[config.mk]
export PLATFORM = sky130hd
export DESIGN_NAME = ordered_dither_palette_quantizer_unit
export DESIGN_NICKNAME = d
export VERILOG_FILES = /design/src/rtl/odpq_pkg.sv /design/src/rtl/odpq_nearest.sv /design/src/rtl/ordered_dither_palette_quantizer_unit.sv
export SDC_FILE = /design/constraint.sdc
export NUM_CORES = 1
export LEC_CHECK = 0
export ABC_AREA = 1
export BUFFER_PORTS_ARGS = -buffer_cell sky130_fd_sc_hd__buf_2
export CORE_UTILIZATION = 55
export CTS_CLUSTER_SIZE = 40
export DETAILED_ROUTE_END_ITERATION = 6
export PLACE_DENSITY = 0.75
export SLEW_MARGIN = 0
export SYNTH_ARGS = -nofsm -noshare
export SYNTH_HDL_FRONTEND = slang
export SYNTH_SLANG_ARGS = --single-unit
[constraint.sdc]
create_clock -name clk -period 10 [get_ports clk]
set_clock_uncertainty 0.2 [all_clocks]
set_input_delay 0.5 -clock clk [delete_from_list [all_inputs] [get_ports clk]]
set_output_delay 0.5 -clock clk [all_outputs]
set_load 0.01 [all_outputs]
[src/rtl/odpq_pkg.sv]
package odpq_pkg;

  // Default palette depth
  localparam int PALETTE_SIZE_DEF = 16;

  // Register file
  localparam int CFG_IDX_W  = 2;
  localparam int CFG_DATA_W = 12;
  localparam logic [CFG_IDX_W-1:0] CFG_PALETTE_COUNT = 2'd0;
  localparam logic [CFG_IDX_W-1:0] CFG_DITHER_SCALE  = 2'd1;

  localparam logic [4:0]  PALETTE_COUNT_RST = 5'd16;
  localparam logic [11:0] DITHER_SCALE_RST  = 12'd64;

  // Input opcodes
  localparam logic OP_WRITE_ENTRY = 1'b0;
  localparam logic OP_QUANTIZE    = 1'b1;

  // Squared distance: 3*255*255 fits in 18 bits
  localparam int DIST_W = 18;
  localparam logic [DIST_W-1:0] MAX_DIST = 18'd195075;

  localparam logic [7:0] ALPHA_OPAQUE = 8'hFF;

  // Palette write request
  typedef struct packed {
    logic        en;
    logic [3:0]  idx;
    logic [23:0] color;
  } pal_wr_t;

  // Search request: start strobe, raw entry count and dithered color
  typedef struct packed {
    logic       start;
    logic [4:0] count;
    logic [7:0] r;
    logic [7:0] g;
    logic [7:0] b;
  } srch_req_t;

  // Search response: done strobe and winning color
  typedef struct packed {
    logic        done;
    logic [23:0] color;
  } srch_rsp_t;

  // 4x4 Bayer weight in eighths, index {row, col}
  function automatic logic signed [4:0] bayer_weight(input logic [3:0] idx);
    logic signed [4:0] w;
    unique case (idx)
      4'd0:  w = -5'sd7;
      4'd1:  w =  5'sd1;
      4'd2:  w = -5'sd5;
      4'd3:  w =  5'sd3;
      4'd4:  w =  5'sd5;
      4'd5:  w = -5'sd3;
      4'd6:  w =  5'sd7;
      4'd7:  w = -5'sd1;
      4'd8:  w = -5'sd4;
      4'd9:  w =  5'sd4;
      4'd10: w = -5'sd6;
      4'd11: w =  5'sd2;
      4'd12: w =  5'sd8;
      4'd13: w =  5'sd0;
      4'd14: w =  5'sd6;
      4'd15: w = -5'sd2;
      default: w = 5'sd0;
    endcase
    return w;
  endfunction

endpackage

[src/rtl/odpq_nearest.sv]
module odpq_nearest #(
  parameter int PALETTE_SIZE = odpq_pkg::PALETTE_SIZE_DEF
) (
  input  logic                clk,
  input  logic                rst_n,
  input  odpq_pkg::pal_wr_t   wr,
  input  odpq_pkg::srch_req_t req,
  output odpq_pkg::srch_rsp_t rsp
);

  localparam int IDX_W = (PALETTE_SIZE > 1) ? $clog2(PALETTE_SIZE) : 1;
  localparam int DW    = odpq_pkg::DIST_W;

  // Palette memory, per-entry valid bits give the zero reset value
  logic [23:0]       mem [PALETTE_SIZE];
  logic [PALETTE_SIZE-1:0] vld_r;

  logic [IDX_W-1:0] wr_addr;
  logic             wr_ok;

  assign wr_addr = IDX_W'(wr.idx);
  assign wr_ok   = wr.en && (int'(wr.idx) < PALETTE_SIZE);

  always_ff @(posedge clk) begin
    if (wr_ok) begin
      mem[wr_addr] <= wr.color;
    end
  end

  always_ff @(posedge clk) begin
    if (!rst_n) begin
      vld_r <= '0;
    end else if (wr_ok) begin
      vld_r[wr_addr] <= 1'b1;
    end
  end

  // Read sequencer: walks entries 0..lim, at least entry 0
  logic             issue_r;
  logic [IDX_W-1:0] addr_r;
  logic [IDX_W-1:0] lim_r;
  logic             en_r;
  logic [IDX_W-1:0] lim_nxt;

  always_comb begin
    if (req.count == 5'd0) begin
      lim_nxt = '0;
    end else if (int'(req.count) >= PALETTE_SIZE) begin
      lim_nxt = IDX_W'(PALETTE_SIZE - 1);
    end else begin
      lim_nxt = IDX_W'(req.count - 5'd1);
    end
  end

  always_ff @(posedge clk) begin
    if (!rst_n) begin
      issue_r <= 1'b0;
      addr_r  <= '0;
    end else if (req.start) begin
      issue_r <= 1'b1;
      addr_r  <= '0;
    end else if (issue_r) begin
      addr_r <= IDX_W'(addr_r + 1'b1);
      if (addr_r == lim_r) begin
        issue_r <= 1'b0;
      end
    end
  end

  always_ff @(posedge clk) begin
    if (req.start) begin
      lim_r <= lim_nxt;
      en_r  <= (req.count != 5'd0);
    end
  end

  // Stage 1: registered memory read
  logic        s1_vld_r, s1_first_r, s1_last_r;
  logic [23:0] s1_color_r;

  always_ff @(posedge clk) begin
    if (!rst_n) begin
      s1_vld_r <= 1'b0;
    end else begin
      s1_vld_r <= issue_r;
    end
  end

  always_ff @(posedge clk) begin
    s1_color_r <= vld_r[addr_r] ? mem[addr_r] : 24'd0;
    s1_first_r <= (addr_r == '0);
    s1_last_r  <= (addr_r == lim_r);
  end

  // Stage 2: squared RGB distance
  logic        s2_vld_r, s2_first_r, s2_last_r;
  logic [23:0] s2_color_r;
  logic [DW-1:0] s2_dist_r;

  function automatic logic [15:0] sq_abs(input logic [7:0] a, input logic [7:0] b);
    logic [7:0] m;
    m = (a >= b) ? (a - b) : (b - a);
    return m * m;
  endfunction

  logic [DW-1:0] ent_dist;
  assign ent_dist = DW'(sq_abs(s1_color_r[23:16], req.r))
                  + DW'(sq_abs(s1_color_r[15:8],  req.g))
                  + DW'(sq_abs(s1_color_r[7:0],   req.b));

  always_ff @(posedge clk) begin
    if (!rst_n) begin
      s2_vld_r <= 1'b0;
    end else begin
      s2_vld_r <= s1_vld_r;
    end
  end

  always_ff @(posedge clk) begin
    s2_dist_r  <= ent_dist;
    s2_color_r <= s1_color_r;
    s2_first_r <= s1_first_r;
    s2_last_r  <= s1_last_r;
  end

  // Stage 3: running minimum, strictly-below wins; entry 0 is the fallback
  logic [DW-1:0] best_dist_r;
  logic [23:0]   best_color_r;
  logic          done_r;
  logic [DW-1:0] cur_best;
  logic          win;

  assign cur_best = s2_first_r ? odpq_pkg::MAX_DIST : best_dist_r;
  assign win      = en_r && (s2_dist_r < cur_best);

  always_ff @(posedge clk) begin
    if (s2_vld_r) begin
      best_dist_r <= win ? s2_dist_r : cur_best;
      if (win || s2_first_r) begin
        best_color_r <= s2_color_r;
      end
    end
  end

  always_ff @(posedge clk) begin
    if (!rst_n) begin
      done_r <= 1'b0;
    end else begin
      done_r <= s2_vld_r && s2_last_r;
    end
  end

  assign rsp.done  = done_r;
  assign rsp.color = best_color_r;

endmodule

[src/rtl/ordered_dither_palette_quantizer_unit.sv]
// Ordered-dither palette quantizer, 4x4 Bayer matrix.
// Input channel (in_valid/in_ready): op 0 writes one palette entry and
// gives no result; op 1 dithers one RGBA pixel and returns the nearest
// palette color with alpha 0xFF on the output channel (out_valid/out_ready).
// A zero pixel returns zero. Config channel (cfg_valid/cfg_ready, always
// ready): index 0 palette_count, index 1 dither_scale; write only when idle.
// Sequence: a palette write leaves the input ready. A pixel is accepted,
// passes the dither offset and clamp states, then the search walks
// max(N,1) entries through one shared read/distance/compare pipeline,
// one entry per cycle, N = min(palette_count, PALETTE_SIZE); a zero pixel
// skips straight to the result. in_ready returns in the same cycle that
// the result moves into the output register. The output register lets a
// new item in while a result waits; if the receiver stalls, a second
// result holds in the block until the register frees. Reset clears the
// palette to zero, palette_count to 16 and dither_scale to 64.
module ordered_dither_palette_quantizer_unit #(
  parameter int PALETTE_SIZE = odpq_pkg::PALETTE_SIZE_DEF
) (
  input  logic                            clk,
  input  logic                            rst_n,
  input  logic                            in_valid,
  output logic                            in_ready,
  input  logic                            in_op,
  input  logic [31:0]                     in_pixel_in,
  input  logic [1:0]                      in_row_phase,
  input  logic [1:0]                      in_col_phase,
  input  logic [3:0]                      in_entry_index,
  input  logic [23:0]                     in_entry_color,
  output logic                            out_valid,
  input  logic                            out_ready,
  output logic [31:0]                     out_pixel_out,
  input  logic                            cfg_valid,
  output logic                            cfg_ready,
  input  logic [odpq_pkg::CFG_IDX_W-1:0]  cfg_index,
  input  logic [odpq_pkg::CFG_DATA_W-1:0] cfg_data
);

  typedef enum logic [4:0] {
    ST_IDLE   = 5'b00001,
    ST_DITHER = 5'b00010,
    ST_CLAMP  = 5'b00100,
    ST_SEARCH = 5'b01000,
    ST_HOLD   = 5'b10000
  } state_t;

  state_t state_r, state_nxt;

  // Configuration registers
  logic [4:0]  palette_count_r;
  logic [11:0] dither_scale_r;

  assign cfg_ready = 1'b1;

  always_ff @(posedge clk) begin
    if (!rst_n) begin
      palette_count_r <= odpq_pkg::PALETTE_COUNT_RST;
      dither_scale_r  <= odpq_pkg::DITHER_SCALE_RST;
    end else if (cfg_valid && cfg_ready) begin
      unique case (cfg_index)
        odpq_pkg::CFG_PALETTE_COUNT: palette_count_r <= cfg_data[4:0];
        odpq_pkg::CFG_DITHER_SCALE:  dither_scale_r  <= cfg_data[11:0];
        default: ;
      endcase
    end
  end

  logic in_xfer, out_xfer, out_free;
  assign in_ready = (state_r == ST_IDLE);
  assign in_xfer  = in_valid && in_ready;
  assign out_xfer = out_valid && out_ready;
  assign out_free = !out_valid || out_ready;

  // Pixel operands
  logic [23:0]       rgb_in_r;
  logic signed [4:0] k_r;
  logic signed [8:0] d_r;
  logic [7:0]        r_r, g_r, b_r;
  logic [31:0]       res_r;

  // Dither offset: trunc toward zero of scale*k/128 via magnitude
  logic [3:0]  k_mag;
  logic [15:0] k_prod;
  logic [7:0]  d_mag;
  assign k_mag  = k_r[4] ? 4'(-k_r) : k_r[3:0];
  assign k_prod = dither_scale_r * k_mag;
  assign d_mag  = k_prod[14:7];

  function automatic logic [7:0] add_clamp(input logic [7:0] ch, input logic signed [8:0] d);
    logic signed [9:0] s;
    s = $signed({2'b00, ch}) + 10'(d);
    if (s < 0) begin
      return 8'd0;
    end else if (s > 10'sd255) begin
      return 8'd255;
    end
    return s[7:0];
  endfunction

  // Search engine
  odpq_pkg::pal_wr_t   wr;
  odpq_pkg::srch_req_t req;
  odpq_pkg::srch_rsp_t rsp;

  assign wr.en    = in_xfer && (in_op == odpq_pkg::OP_WRITE_ENTRY);
  assign wr.idx   = in_entry_index;
  assign wr.color = in_entry_color;

  assign req.start = (state_r == ST_CLAMP);
  assign req.count = palette_count_r;
  assign req.r     = r_r;
  assign req.g     = g_r;
  assign req.b     = b_r;

  odpq_nearest #(.PALETTE_SIZE(PALETTE_SIZE)) u_nearest (
    .clk   (clk),
    .rst_n (rst_n),
    .wr    (wr),
    .req   (req),
    .rsp   (rsp)
  );

  // Sequencer
  always_comb begin
    state_nxt = state_r;
    unique case (state_r)
      ST_IDLE: begin
        if (in_xfer && (in_op == odpq_pkg::OP_QUANTIZE)) begin
          state_nxt = (in_pixel_in == 32'd0) ? ST_HOLD : ST_DITHER;
        end
      end
      ST_DITHER: state_nxt = ST_CLAMP;
      ST_CLAMP:  state_nxt = ST_SEARCH;
      ST_SEARCH: begin
        if (rsp.done) begin
          state_nxt = ST_HOLD;
        end
      end
      ST_HOLD: begin
        if (out_free) begin
          state_nxt = ST_IDLE;
        end
      end
      default: state_nxt = ST_IDLE;
    endcase
  end

  always_ff @(posedge clk) begin
    if (!rst_n) begin
      state_r <= ST_IDLE;
    end else begin
      state_r <= state_nxt;
    end
  end

  // Datapath registers
  always_ff @(posedge clk) begin
    if (in_xfer) begin
      rgb_in_r <= in_pixel_in[31:8];
      k_r      <= odpq_pkg::bayer_weight({in_row_phase, in_col_phase});
      res_r    <= 32'd0;
    end
    if (state_r == ST_DITHER) begin
      d_r <= k_r[4] ? -$signed({1'b0, d_mag}) : $signed({1'b0, d_mag});
    end
    if (state_r == ST_CLAMP) begin
      r_r <= add_clamp(rgb_in_r[23:16], d_r);
      g_r <= add_clamp(rgb_in_r[15:8],  d_r);
      b_r <= add_clamp(rgb_in_r[7:0],   d_r);
    end
    if ((state_r == ST_SEARCH) && rsp.done) begin
      res_r <= {rsp.color, odpq_pkg::ALPHA_OPAQUE};
    end
  end

  // Output register
  logic        out_valid_r;
  logic [31:0] out_pixel_r;
  logic        out_load;
  assign out_load = (state_r == ST_HOLD) && out_free;

  always_ff @(posedge clk) begin
    if (!rst_n) begin
      out_valid_r <= 1'b0;
    end else if (out_load) begin
      out_valid_r <= 1'b1;
    end else if (out_xfer) begin
      out_valid_r <= 1'b0;
    end
  end

  always_ff @(posedge clk) begin
    if (out_load) begin
      out_pixel_r <= res_r;
    end
  end

  assign out_valid     = out_valid_r;
  assign out_pixel_out = out_pixel_r;

endmodule

# Word-level counts from Yosys, hierarchy flattened
# Memories as Yosys holds them, arrays and structs flattened. A register that Yosys moved wholly into a read port is not among the register bits.
# Cells that the tools add are included.
# totals
reg_bits,261
latch_bits,0
romBits,80
ramBits,384
mem_count,2
inputBits,84
wordCells,146
out_inout_bits,35
# mem_list
name,depth,word_bits,read_ports,rd_ports_with_merged_regs,write_ports,line_no,rtl
u_nearest.mem,16,24,1,1,1,odpq_nearest.sv:15,logic [23:0] mem [PALETTE_SIZE];
(name not given),16,5,1,1,0,odpq_pkg.sv:50,unique case (idx)
# classes
n_mux,44
bitwise,3
n_shift,0
order_cmp,14
reduce_logical,25
n_eq_ne,10
n_addsub,15
div_mod_pow,0
n_mul,4
# ops
operator,count
$mux 8,13
$mux 32,2
$mul 8x8->16,3
$sub 8x8->8,6
$mux 18,2
$logic_not 32->1,1
$add 9x9->10,3
$gt 10x9->1 const B,3
$lt 10x1->1 const B,3
$pmux 5 s5,1
$ge 8x8->1,3
$mux 5,4
$add 18x16->18,1
$lt 18x18->1,1
$mux 1,18
$add 16x16->17,1
$or 16x16->16,1
$mul 12x4->15,1
$lt 4x5->1 const B,2
$logic_and 1x1->1,9
$neg 8->9,1
$mux 4,2
$reduce_and 2->1,3
$eq 5x1->1 const B,1
other kinds (25),30

# Logic depth before layout (Yosys ltp)
# logic_depth
depth_word,6
ltp_mapped,46

# Cells and area by module
# From an unflattened synthesis, not the netlist that was laid out.
# hier_totals
cells_unflattened,3412
area_unflattened_um2,35388.9
# by_module_without_submodules
module,cells_per_inst,seq_area_each_um2,area_per_inst_um2,n_inst
odpq_nearest,2633,14824.2,27829.2,1
ordered_dither_palette_quantizer_unit,779,3813.7,7559.8,1

# Least setup slack after synthesis
# Ideal clock, no wire load.
# synth_timing
path_kind,reg2reg
start,"register u_nearest.s1_color_r[16], read port of u_nearest.mem"
end,register u_nearest.s2_dist_r[14]
setup_ns,0.127
n_path_buf,0
t_arrival_ns,8.947
required_ns,9.673
path_stages_with_launch,41
slack_ns,0.727
cell_sequence,dfxtp_1 -> inv_1 -> ha_1 -> inv_1 -> fa_1 -> nand2_2 -> nand2_2 -> nand2_2 -> nand3_4 -> o21ai_1 -> inv_1 -> nor2_1 -> inv_1 -> fa_1 -> fa_1 -> fa_1 -> inv_1 -> fa_1 -> [... 5 more ...] -> a21oi_1 -> nand2_1 -> xnor2_1 -> fa_1 -> fa_1 -> inv_1 -> fa_1 -> inv_1 -> fa_1 -> inv_1 -> ha_1 -> nor2_1 -> a21oi_1 -> nand2_1 -> nand2_1 -> a21boi_0 -> o21ai_0 -> xor2_1
# synth_between
elab_chain_len,5
word_cells_on_any_way,7
cone_classes,add/sub: 4; mul: 1; order compare: 1; mux: 1
# synth_rtl
item,line_no,rtl
start: declaration,odpq_nearest.sv:79,logic [23:0] s1_color_r;
$sub 8x8->8 / $ge 8x8->1 (equally long branches),odpq_nearest.sv:102,m = (a >= b) ? (a - b) : (b - a);
$mux 8 (*),odpq_nearest.sv:102,
$mul 8x8->16 (*),odpq_nearest.sv:103,return m * m;
$add 16x16->17 (*),odpq_nearest.sv:108,"+ DW'(sq_abs(s1_color_r[15:8], req.g))"
$add 18x16->18 (*),odpq_nearest.sv:109,"+ DW'(sq_abs(s1_color_r[7:0], req.b));"
named net u_nearest.ent_dist[14],odpq_nearest.sv:106,logic [DW-1:0] ent_dist;
end signal: assignment,odpq_nearest.sv:120,s2_dist_r <= ent_dist;
end: declaration,odpq_nearest.sv:98,logic [DW-1:0] s2_dist_r;
# The timed path passes the listed nets; every way through them passes the cells marked *.
# A chain may end at the register's enable or synchronous reset.

# Worst setup path after layout
# layout_timing
start,register r_r[0]
end,register u_nearest.s2_dist_r[15]
# layout_between
elab_chain_len,5
word_cells_on_any_way,7
cone_classes,add/sub: 4; mul: 1; order compare: 1; mux: 1
# layout_rtl
item,line_no,rtl
start: declaration,ordered_dither_palette_quantizer_unit.sv:77,"logic [7:0] r_r, g_r, b_r;"
start signal: assignment,ordered_dither_palette_quantizer_unit.sv:166,"r_r <= add_clamp(rgb_in_r[23:16], d_r);"
$sub 8x8->8 / $ge 8x8->1 (equally long branches),odpq_nearest.sv:102,
$mux 8 (*),odpq_nearest.sv:102,
$mul 8x8->16 (*),odpq_nearest.sv:103,
$add 16x16->17 (*),odpq_nearest.sv:108,
$add 18x16->18 (*),odpq_nearest.sv:109,
named net u_nearest.ent_dist[15],odpq_nearest.sv:106,
# Marks and branches as above.

==> reports/results.tsv <==
stage	metric	value	unit
outcome	status	finished, final reports clean	
finish	fill count	4789	
route	vias per cell	5.48	
logic_synthesis	syn_area_per_cell	10.5	um^2
route	DR iter-0 viols	1770	
route	total iterations of the first detailed-routing run	5	
setup_path	Setup CP Type	flop to flop	
hold_path	HP Class	primary input to flop	
pwr	Clock Power Share	0.196	
route	DRC viols	0	
pwr	share of power burned in registers	0.245	
pwr	switch share	0.410	
global_route	number of global-route vias before repair	23659	
setup_path	worst-path fanout max	9	
place	RePlAce Congestion	0.935	
clock_tree	Max Root-Sink Buffers	3	
logic_synthesis	Post-synth EDFFs	542	
route	WL final	82000	um
setup_path	worst reg2reg path depth	38	
die	I/O Pins	119	
global_route	aggregate global-route resource usage	0.262	
die	die height	254	um
logic_synthesis	share of the synthesized area in the top cell type	0.468	
setup_path	most used cell, CP	fa_1	
clock_tree	CTS Buf Count	70	
timing	fin crit share	0.957	
global_route	met2 Resource Use GR	0.450	
pwr	PD cells	342	mW/mm^2
logic_synthesis	largest area contributor in the netlist	edfxtp_1	
clock_tree	CTS root buf	clkbuf_16	
die	initial core utilization	0.561	
place	PortBufs	117	
clock_tree	Clk pin slew, worst setup/hold paths	60	ps
timing	hold_ws	44.4	ps
setup_path	Slowest-stage cell, CP	fa_1	
timing	Setup TNS Final	0	ps
logic_synthesis	Seq/Total Area, Yosys	0.536	
global_route	first-pass GRT wire length	128000	um
setup_path	Worst Setup Start Kind	flop	
pwr	combinational power share	0.559	
clock_tree	CTS H-tree lvls	3	
die	Core ar.	0.0621	mm^2
die	row cnt	91	
timing	Final Critical Period	9570	ps
logic_synthesis	Distinct cells, synth	55	
timing	Slew headroom	0.143	
logic_synthesis	dominant cells by area after synthesis	edfxtp_1, fa_1, ha_1	
clock_tree	worst skew pair latency	630	ps
logic_synthesis	Ys Warns	0	
timing	Max Transition Viols Final	0	
logic_synthesis	flops & latches, synth	660	
die	die area	0.0643	mm^2
logic_synthesis	Post-synth top flop	edfxtp_1	
hold_path	Worst Hold Depth	1	
global_route	total grt overflow	0	
route	via count	23806	
die	Die Wd	254	um
clock_tree	CTS Sinks	660	
timing	highest clock rate	104	MHz
global_route	largest net degree at the start of global routing	81	
setup_path	reg2reg start	r_r[0]	
logic_synthesis	Synth Net Count	3735	
place	dpl hpwl	53000	um
finish	nets	3883	
timing	count of final setup violators	0	
clock_tree	CTS tree	done	
setup_path	element type at the critical path end	flop	
hold_path	worst hold start	in_entry_color[15]	
finish	Final Cell Area	0.0392	mm^2
pwr	Psw	5.50	mW
logic_synthesis	cells after synthesis	3303	
finish	share of post-route cells with drive strength above 1	0.0973	
global_route	GR Util met3	0.0415	
timing	Final Hold Viols	0	
finish	P&R area growth vs syn	12.5	%
setup_path	Max stage delay on crit path	550	ps
pwr	leak pwr	16.2	nW
pwr	Internal	7.90	mW
global_route	gr busiest metal	met2	
global_route	initial antenna violation count	10	
route	Wirelength per Cell	18.9	um
logic_synthesis	synthesized area	0.0348	mm^2
global_route	GRT met1 Usage	0.327	
setup_path	required time of the critical path	10260	ps
setup_path	Worst Path Arrival	9830	ps
flow_run	Max Cap Viol	0	
logic_synthesis	commonest cells in the synthesized netlist	edfxtp_1, inv_1, nor2_1, nand2_1, o21ai_0	
logic_synthesis	FFs w/ async S/R, synth	0	
timing	Slew @ Worst Pin	1280	ps
pwr	worst vdd ir	1.10	mV
route	Final ANT Viol Nets	0	
logic_synthesis	most frequent cell after synthesis	edfxtp_1	
setup_path	CP startpoint	r_r[0]	
finish	Layout Utilization	0.631	
place	placed cell area	0.0362	mm^2
[cell usage in the layout, fill, tap and decap left out, types with 22 or more instances in the layout]
cell type | netlist | final
xor2_1 | 71 | 71
edfxtp_1 | 542 | 542
buf_2 | 14 | 117
inv_1 | 492 | 491
o22ai_1 | 49 | 49
nand4_1 | 22 | 22
dlygate4sd3_1 | 0 | 39
nor2_1 | 459 | 442
ha_1 | 203 | 201
o221ai_1 | 51 | 50
buf_4 | 13 | 37
nand3_1 | 64 | 64
dfxtp_1 | 118 | 115
nand2_1 | 358 | 351
a21oi_1 | 158 | 153
o21ai_0 | 286 | 283
xnor2_1 | 26 | 25
fa_1 | 145 | 145
clkbuf_16 | 0 | 72
[area by class of cell]
class	instances	area [um^2]	share of cell area
inverter	506	1910	0.0488
sequential	660	18600	0.476
clock buffer	90	1890	0.0483
tap	837	1050	0.0267
multi-input combinational	2020	13900	0.356
timing repair buffer	193	1250	0.0320
antenna	3	7.51	0.000192
clock inverter	36	467	0.0119
[critical path, delay by kind of cell (launching register included)]
| family | cells | cell delay (ps) |
|---|---|---|
| AND/OR/NAND/NOR | 7 | 670 |
| flip-flops | 1 | 360 |
| XOR/XNOR | 3 | 550 |
| buffers and inverters | 8 | 460 |
| AO/OA/AOI/OAI | 6 | 990 |
| adder cells (fa/ha/maj) | 14 | 6180 |
[metrics by stage]
stage	power, mW	instances	setup WS, ps
after floorplan	8.77	3303	727
after global placement	9.95	4169	348
after detailed placement	10.2	4169	154
after CTS	12.8	4334	90.3
after global routing	14.7	4343	-21.8
final	13.4	4345	429
[power by group through the flow]
stage,logic (mW),clock network [mW],registers (mW)
floorplan,5.46,0,3.32
global placement,6.61,0,3.34
detailed placement,6.81,0,3.34
CTS,6.86,2.65,3.29
global route,8.60,2.76,3.29
finish,7.49,2.63,3.29
[flip-flops by register name (all words and copies together), names as in the netlist, 4 cells and up]
name,count
u_nearest.mem,384
out_pixel_out,25
res_r,25
rgb_in_r,24
u_nearest.best_color_r,24
u_nearest.s1_color_r,24
u_nearest.s2_color_r,24
u_nearest.best_dist_r,18
u_nearest.s2_dist_r,18
u_nearest.vld_r,16
dither_scale_r,12
d_r,9
b_r,8
g_r,8
r_r,8
k_r,5
palette_count_r,5
state_r,5
u_nearest.addr_r,4
u_nearest.lim_r,4
[timing repair]
action                                 CTS  global route
setup endpoints to repair                0             8
endpoints found under the hold margin   44             0
hold buffers                            39             0
gates resized for setup                  0            31
setup buffers                            0             8
[path summary, 6_finish.rpt]
path                         endpoint  slack [ps]
min             u_nearest.mem[10][15]          40
max reg2reg   u_nearest.s2_dist_r[15]         430
max           u_nearest.s2_dist_r[15]         430
min reg2reg  u_nearest.s2_color_r[23]         150
[routing by layer]
layer / up-vias / routed length (um)
met5: - / 63
met4: 10 / 3290
met3: 197 / 5070
met2: 814 / 40600
met1: 11401 / 33000
li1: 11384 / -
[cell families (layout without fill, tap and decap cells)]
| family | count (synthesis) | in the layout | synth area share |
|---|---|---|---|
| AO/OA/AOI/OAI | 621 | 621 | 0.102 |
| XOR/XNOR | 98 | 98 | 0.0249 |
| adder cells (fa/ha/maj) | 348 | 348 | 0.156 |
| buffers and inverters | 623 | 825 | 0.0698 |
| flip-flops | 660 | 660 | 0.536 |
| multiplexers | 1 | 1 | 0.000288 |
| other | 1 | 4 | 0.000108 |
| AND/OR/NAND/NOR | 951 | 951 | 0.110 |
No activity file was read; power rests on OpenSTA's default activity.
